### src/ncd_pkg.sv
// Shared constants, widths and codes for the nearest-centroid distance block.
// No dependencies; imported by every module of the block but ncd_ram.
package ncd_pkg;

    localparam int MAX_CLUSTERS = 16;
    localparam int MAX_FEATURES = 32;
    localparam int VALUE_WIDTH  = 16;

    localparam int CL_W   = $clog2(MAX_CLUSTERS);
    localparam int FI_W   = $clog2(MAX_FEATURES);
    localparam int ADDR_W = CL_W + FI_W;
    localparam int DEPTH  = MAX_CLUSTERS * MAX_FEATURES;

    localparam int CC_W  = 5;
    localparam int FC_W  = 6;
    localparam int CFG_W = 6;

    localparam int MAG_W  = VALUE_WIDTH;
    localparam int SQ_W   = 2 * MAG_W;
    localparam int DIST_W = 37;
    localparam int ROOT_W = 19;

    localparam logic [DIST_W-1:0] DIST_MAX = '1;

    typedef enum logic [0:0] {
        OP_CENTROID = 1'b0,
        OP_QUERY    = 1'b1
    } t_opcode;

    typedef enum logic [0:0] {
        CFG_CLUSTERS = 1'b0,
        CFG_FEATURES = 1'b1
    } t_cfg_index;

    typedef enum logic [3:0] {
        S_IDLE      = 4'b0001,
        S_RUN       = 4'b0010,
        S_ROOT_GO   = 4'b0100,
        S_ROOT_WAIT = 4'b1000
    } t_state;

endpackage

### src/ncd_isqrt.sv
// Iterative floor square root, one result bit per cycle.
// Depends on ncd_pkg.
module ncd_isqrt
    import ncd_pkg::*;
(
    input  logic              i_clk,
    input  logic              i_rst_n,
    input  logic              i_start,
    input  logic [DIST_W-1:0] i_operand,
    output logic              o_done,
    output logic [ROOT_W-1:0] o_root
);

    localparam int X_W   = 2 * ROOT_W;
    localparam int REM_W = ROOT_W + 2;
    localparam int SH_W  = ROOT_W + 4;
    localparam int CNT_W = $clog2(ROOT_W + 1);

    logic [X_W-1:0]    r_x;
    logic [REM_W-1:0]  r_rem;
    logic [ROOT_W-1:0] r_root;
    logic [CNT_W-1:0]  r_cnt;
    logic              r_done;

    logic [SH_W-1:0] rem_sh;
    logic [SH_W-1:0] trial;
    logic [SH_W-1:0] diff;
    logic            fits;

    assign rem_sh = {r_rem, r_x[X_W-1 -: 2]};
    assign trial  = {2'b00, r_root, 2'b01};
    assign diff   = rem_sh - trial;
    assign fits   = (rem_sh >= trial);

    always_ff @(posedge i_clk) begin
        if (!i_rst_n) begin
            r_cnt  <= '0;
            r_done <= 1'b0;
        end else begin
            r_done <= 1'b0;
            if (i_start) begin
                r_cnt <= CNT_W'(ROOT_W);
            end else if (r_cnt != '0) begin
                r_cnt <= r_cnt - 1'b1;
                if (r_cnt == CNT_W'(1)) begin
                    r_done <= 1'b1;
                end
            end
        end
    end

    always_ff @(posedge i_clk) begin
        if (i_start) begin
            r_x    <= X_W'(i_operand);
            r_rem  <= '0;
            r_root <= '0;
        end else if (r_cnt != '0) begin
            r_x <= {r_x[X_W-3:0], 2'b00};
            if (fits) begin
                r_rem  <= diff[REM_W-1:0];
                r_root <= {r_root[ROOT_W-2:0], 1'b1};
            end else begin
                r_rem  <= rem_sh[REM_W-1:0];
                r_root <= {r_root[ROOT_W-2:0], 1'b0};
            end
        end
    end

    assign o_done = r_done;
    assign o_root = r_root;

endmodule

### config.mk
export PLATFORM = sky130hd
export DESIGN_NAME = ncd_isqrt
export DESIGN_NICKNAME = d
export VERILOG_FILES = /design/src/ncd_pkg.sv /design/src/ncd_isqrt.sv
export SDC_FILE = /design/constraint.sdc
export NUM_CORES = 1
export LEC_CHECK = 0
export ABC_AREA = 1
export BUFFER_PORTS_ARGS = -buffer_cell sky130_fd_sc_hd__buf_2
export CAP_MARGIN = 20
export CORE_MARGIN = 1
export CORE_UTILIZATION = 35
export CTS_CLUSTER_DIAMETER = 200
export DETAILED_ROUTE_END_ITERATION = 8
export PLACE_DENSITY = 0.54
export SYNTH_ARGS = -nofsm -noshare
export SYNTH_HDL_FRONTEND = slang
export SYNTH_SLANG_ARGS = --single-unit
### constraint.sdc
create_clock -name i_clk -period 3.68 [get_ports i_clk]
set_input_delay 0.184 -clock i_clk [delete_from_list [all_inputs] [get_ports i_clk]]
set_output_delay 0.184 -clock i_clk [all_outputs]
set_load 0.03 [all_outputs]
==> results of run 1 <==
-- critical path, cell delays in order, from the launching register on --
cell and delay [ps]:
dfxtp_1 320, inv_1 70, ha_1 380, nand2_1 120
inv_1 40, nand2_1 50, nand2_1 70, a21oi_1 210
nand4_2 270, buf_4 330, or2_2 300, nand3_1 60
nand2_1 50
-- through the flow --
step | setup WS [ps] | util [%] | hold WS, ps | power (mW)
finish | 1280 | 41.9 | 52.9 | 4.62
global route | 938 | 41.9 | 62.0 | 5.08
CTS | 1250 | 41.9 | 40.8 | 4.65
detailed placement | 1270 | 39.7 | 413 | 3.71
global placement | 1300 | 39.7 | 411 | 3.71
floorplan | 1100 | - | 295 | 3.20
-- sequential cells by signal, summed over array words and instances (netlist names) --
register,count
r_x,38
r_cnt,5
o_root,19
o_done,1
r_rem,21
-- placed cells by master, fill, tap and decap left out, types with 7 or more instances in the layout --
cell       instances
nand2_1          261
inv_1             87
buf_2             59
dfxtp_1           47
nand3_1           37
edfxtp_1          37
nor2_1            32
ha_1              24
o22ai_1           20
a21oi_1           18
o21ai_1           11
inv_2             10
xnor2_1            9
o21ai_0            9
clkbuf_16          9
o21bai_1           7
nor3_1             7
-- area by class of cell --
| class | instances | area share (%) |
|---|---|---|
| repair buffers | 64 | 6.17 |
| well taps | 176 | 3.94 |
| flip-flops and latches | 84 | 36.7 |
| multi-input cells | 469 | 41.5 |
| clock buffers | 10 | 4.09 |
| inverters | 97 | 6.51 |
| clock inverters | 6 | 1.12 |
-- metal layers --
metal | routed length [um] | track usage, % | part of all wire (%) | vias up
met2 | 5360 | 28.5 | 44 | 82
met3 | 447 | 3.52 | 3.7 | 13
met4 | 206 | 8.44 | 1.7 | 0
met5 | 0 | 0 | 0 | -
li1 | - | - | - | 2232
met1 | 6070 | 25.0 | 50 | 1855
-- kinds of logic (layout without fill, tap and decap cells) --
family | Yosys count | in the layout | share of synthesized area [%]
AND/OR/NAND/NOR | 362 | 362 | 31.0
buffers and inverters | 116 | 177 | 9.58
flip-flops | 84 | 84 | 42.4
AO/OA/AOI/OAI | 71 | 71 | 8.57
adder cells (fa/ha/maj) | 24 | 24 | 6.21
XOR/XNOR | 12 | 12 | 2.17
-- where the power goes --
| part | internal, mW | switching [mW] | leakage, nW |
|---|---|---|---|
| clock | 0.526 | 0.398 | 0.138 |
| combinational | 0.859 | 1.57 | 1.93 |
| sequential | 1.16 | 0.102 | 0.785 |
| total | 2.55 | 2.07 | 2.85 |
-- worst max path at each step --
stage,cells after the start,slack [ps],startpoint,to
after floorplan,8,1100,r_cnt[0],r_x[0]
after global placement,12,1300,o_root[13],r_rem[12]
after detailed placement,12,1270,o_root[4],r_rem[13]
after CTS,12,1250,o_root[4],r_rem[13]
after global routing,14,940,o_root[7],r_rem[13]
final,12,1280,o_root[16],r_rem[13]
==> run_results.csv, run 1 <==
group,metric,value,unit
synth,synth-edff-count,37,
finish,diodes,0,
floorplan,core_region_area,0.0133,mm2
floorplan,die_w,120,um
clock_network,cts_hold_buf,0,
grt,antenna_found_initial,0,
synth,synth_largest_area_cell,"edfxtp_1",
power_and_ir_drop,ir_worst_vdd,0.000301,V
critical_path,ff2ff_setup_slack,1280,ps
finish,multi_input_area,0.00232,mm2
placed_design,place.gp.congestion,0.859,
critical_path,worstSetupPathType,"flip-flop to flip-flop",
power_and_ir_drop,p_leak,2.85,nW
finish,fin_cells,906,
critical_path,reg2reg_to,"r_rem[13]",
synth,syn_inst,669,
sta,rsz0062_at_grt,"no",
critical_path,worst_ep_arrival_time,2640,ps
placed_design,placed_cells,890,
grt,grt_usage,18.4,%
critical_path,crit_path_start_kind,"flip-flop",
synth,async_flop_share,0,%
clock_network,postCtsSetupBuffers,0,
critical_path,timing.rr.start,"o_root[16]",
clock_network,cts-root-buf,"clkbuf_16",
drt,drt_iter0_markers,259,
synth,yosysSeqAreaShare,42.4,%
clock_network,cts_htree_levels,3,
placed_design,port_buffers,59,
min_path,worstHoldEndpoint,"r_cnt[4]",
placed_design,hpwlAfterDp,8910,um
synth,ys_ff_latch,84,
synth,synth_nets,733,
finish,fin_area,0.00559,mm2
floorplan,num_rows,42,
clock_network,cts_max_path_buffers,2,
floorplan,ios,60,
flow_run,max-cap-violations,0,
finish,final_layout_size_suffix_gt1_share,14.1,%
grt,grt-ovfl-total,0,
clock_network,cts_buffers,9,
finish,register_area,0.00205,mm2
status,status,"finished, final reports clean",
grt,grt_pass1_wl,20400,um
sta,fmax,0.417,GHz
synth,yosys-top-cells-count,"261 x nand2_1, 87 x inv_1, 47 x dfxtp_1",
critical_path,worst_setup_path_end_kind,"flip-flop",
synth,synth.most_common_cell,"nand2_1",
synth,netlist_top_cells_area,"edfxtp_1 23%, nand2_1 20%, dfxtp_1 19%",
critical_path,cp_max_fo,28,
synth,yosysWarnings,0,
drt,dr.pass1.iters,4,
synth,synth_top_area_share,23.0,%
drt,vias,4182,
sta,fin_tns_setup,0,ps
min_path,min-delay-start,"i_rst_n",
grt,grt_pass1_vias,4134,
synth,avgSynthCellArea,7.23,um2
drt,final_antenna_net_count,0,
clock_network,cts_tree,"built",
sta,setup_viol,0,
placed_design,placed_cell_area,0.00530,mm2
finish,fill_cells,1429,
drt,drt-vias-per-instance,4.62,
drt,route.detailed.drc,0,
sta,maxSlewViolCount,0,
clock_network,clk_pin_slew,70,ps
sta,fin_worst_skew,12.8,ps
grt,grt_max_degree,47,
floorplan,start_util,36.2,%
clock_network,clock_latency,350,ps
sta,slew_headroom,54.7,%
min_path,hold_class,"input pin to flip-flop",
finish,finalNetCount,789,
min_path,hold_path_depth,3,
floorplan,die-area,0.0143,mm2
sta,period_needed,2400,ps
sta,worst_pin_slew,679,ps
sta,final-hold-violation-count,0,
drt,totalWireLength,12100,um
clock_network,ctsResizeCount,0,
synth,synth.distinct_cells,36,
synth,dominantRegCellSynth,"dfxtp_1",
finish,syn_to_final_growth,15.7,%
synth,netlist_area,0.00483,mm2
sta,finalCritPeriodShare,65.2,%
critical_path,crit_required,3920,ps
floorplan,dieHeight,120,um
clock_network,clock_sinks,84,
drt,avgRoutedWirePerCell,13.3,um
critical_path,reg2reg_depth,12,
power_and_ir_drop,power_density,826,mW/mm2
(Power assumes the default switching activity.)
==> inputs of run 2 (changes only) <==
PLACE_DENSITY = 0.56   (was 0.54)
clock period = 2.2 ns   (was 3.68 ns; I/O delays follow)
==> run_results.csv, run 2 (synthesis results as in run 1) <==
group,metric,value,unit
status,status,"finished, final reports clean",
clock_network,clock_sinks,84,
min_path,hold_class,"input pin to flip-flop",
min_path,min-delay-start,"i_operand[1]",
finish,fill_cells,1367,
grt,grt_pass1_vias,4440,
finish,final_layout_size_suffix_gt1_share,25.9,%
min_path,worstHoldEndpoint,"r_x[1]",
drt,drt-vias-per-instance,4.75,
sta,maxSlewViolCount,0,
critical_path,reg2reg_to,"r_rem[4]",
critical_path,ff2ff_setup_slack,120,ps
finish,regMostFlops,"r_x",
floorplan,dieHeight,120,um
clock_network,cts_htree_levels,3,
finish,syn_to_final_growth,32.5,%
critical_path,max_stage_delay,330,ps
finish,finalNetCount,854,
flow_run,max-cap-violations,0,
sta,worst_pin_slew,471,ps
sta,fmax,0.480,GHz
placed_design,placed_cells,947,
placed_design,place.gp.congestion,0.897,
placed_design,hpwlAfterDp,9150,um
drt,final_antenna_net_count,0,
floorplan,die-area,0.0143,mm2
critical_path,timing.rr.start,"o_root[0]",
finish,largest_register_ffs,38,
floorplan,num_rows,42,
critical_path,reg2reg_depth,12,
grt,antenna_found_initial,0,
finish,final_common_cell,"nand2_1",
finish,register_area,0.00205,mm2
critical_path,cp_max_fo,8,
finish,post-route-util,48.0,%
grt,grt_pass1_wl,20900,um
finish,final_cell_mix,"252 x nand2_1, 85 x inv_1, 62 x buf_4, 59 x buf_2, 46 x dfxtp_1",
clock_network,cts-root-buf,"clkbuf_16",
drt,route.detailed.drc,0,
drt,drt_iter0_markers,275,
power_and_ir_drop,total_power,9.03,mW
critical_path,worst_ep_arrival_time,2330,ps
finish,multi_input_area,0.00260,mm2
min_path,hold_path_depth,3,
sta,setup_viol,0,
clock_network,cts_max_path_buffers,2,
sta,period_needed,2080,ps
clock_network,clock_latency,350,ps
clock_network,clk_pin_slew,70,ps
sta,final-hold-violation-count,0,
critical_path,worstSetupPathType,"flip-flop to flip-flop",
grt,grt-ovfl-total,0,
critical_path,worst_setup_path_end_kind,"flip-flop",
critical_path,crit_required,2450,ps
sta,whs,12.3,ps
sta,fin_tns_setup,0,ps
drt,vias,4608,
sta,slew_headroom,68.6,%
finish,diodes,0,
critical_path,path_cells,"inv_1 -> ha_1 -> buf_4 -> nand3_1 -> nor2_2 -> nand3_2 -> nand4_4 -> clkbuf_16 -> nand2_1 -> nand2_1 -> o21bai_1 -> inv_1",
drt,dr.pass1.iters,4,
sta,fin_worst_skew,7.04,ps
critical_path,startpoint,"o_root[0]",
clock_network,cts_tree,"built",
critical_path,crit_path_start_kind,"flip-flop",
floorplan,start_util,36.2,%
finish,fin_cells,971,
floorplan,die_w,120,um
clock_network,cts_buffers,9,
power_and_ir_drop,p_leak,3.21,nW
power_and_ir_drop,power_density,1410,mW/mm2
drt,totalWireLength,12900,um
placed_design,port_buffers,59,
floorplan,ios,60,
floorplan,core_region_area,0.0133,mm2
critical_path,slowest_stage,"dfxtp_1",
sta,finalCritPeriodShare,94.6,%
power_and_ir_drop,ir_worst_vdd,0.000670,V
drt,avgRoutedWirePerCell,13.3,um
grt,grt_usage,18.6,%
grt,grt_max_degree,44,
-- run 2: how the worst max path moves through the flow --
stage	end	slack, ps	depth (start not counted)
2_1_floorplan	r_rem[13]	50	12
3_3_place_gp	r_rem[4]	-30	15
3_5_place_dp	r_rem[4]	-80	13
4_1_cts	r_rem[4]	20	13
5_1_grt	r_rem[12]	-60	13
6_report	r_rem[4]	120	12
-- run 2: final cells by class --
cell class              count  area share [%]
clock buffers               9            3.52
clock inverters             7           0.898
inverters                  97            5.68
multi-input cells         470            40.6
flip-flops and latches     84            32.1
well taps                 176            3.44
repair buffers            128            13.8
-- run 2: routing by layer --
layer  wire length, um  vias to the layer above  part of all wire (%)  GRT usage (%)
li1                  -                     2371                     -              -
met1              5860                     2083                    45           23.8
met2              6020                      131                    47           30.2
met3               748                       23                   5.8           4.75
met4               309                        0                   2.4           7.11
met5                 0                        -                     0              0
-- run 2: stage by stage --
step / worst slack, ps / instance area, um2
final: 119 / 6410
after detailed placement: -76.4 / 5730
after floorplan: 53.9 / 4840
after global placement: -32.0 / 5730
after CTS: 22.3 / 6030
after global routing: -58.1 / 6410
-- run 2: power by group --
part	switching, mW	leakage [nW]	internal [mW]	total [mW]
clock	0.692	0.134	0.781	1.47
sequential	0.201	0.786	1.95	2.15
combinational	2.98	2.29	2.43	5.41
total	3.88	3.21	5.15	9.03
-- run 2: timing repair --
action                     in CTS  in global routing
setup endpoints to repair      11                 21
pin swaps                       0                  7
resized for setup               1                 51
hold buffers                    1                  0
gates cloned                    0                  3
setup buffers                   0                  4
hold endpoints to repair        1                  0
-- run 2: critical path, delay by kind of cell (launching register included) --
kind	cells	cell delay [ps]
AOI/OAI and AO/OA	1	130
and+or+nand+nor	6	700
adders and majority gates	1	300
buffers and inverters	4	520
DFF	1	330
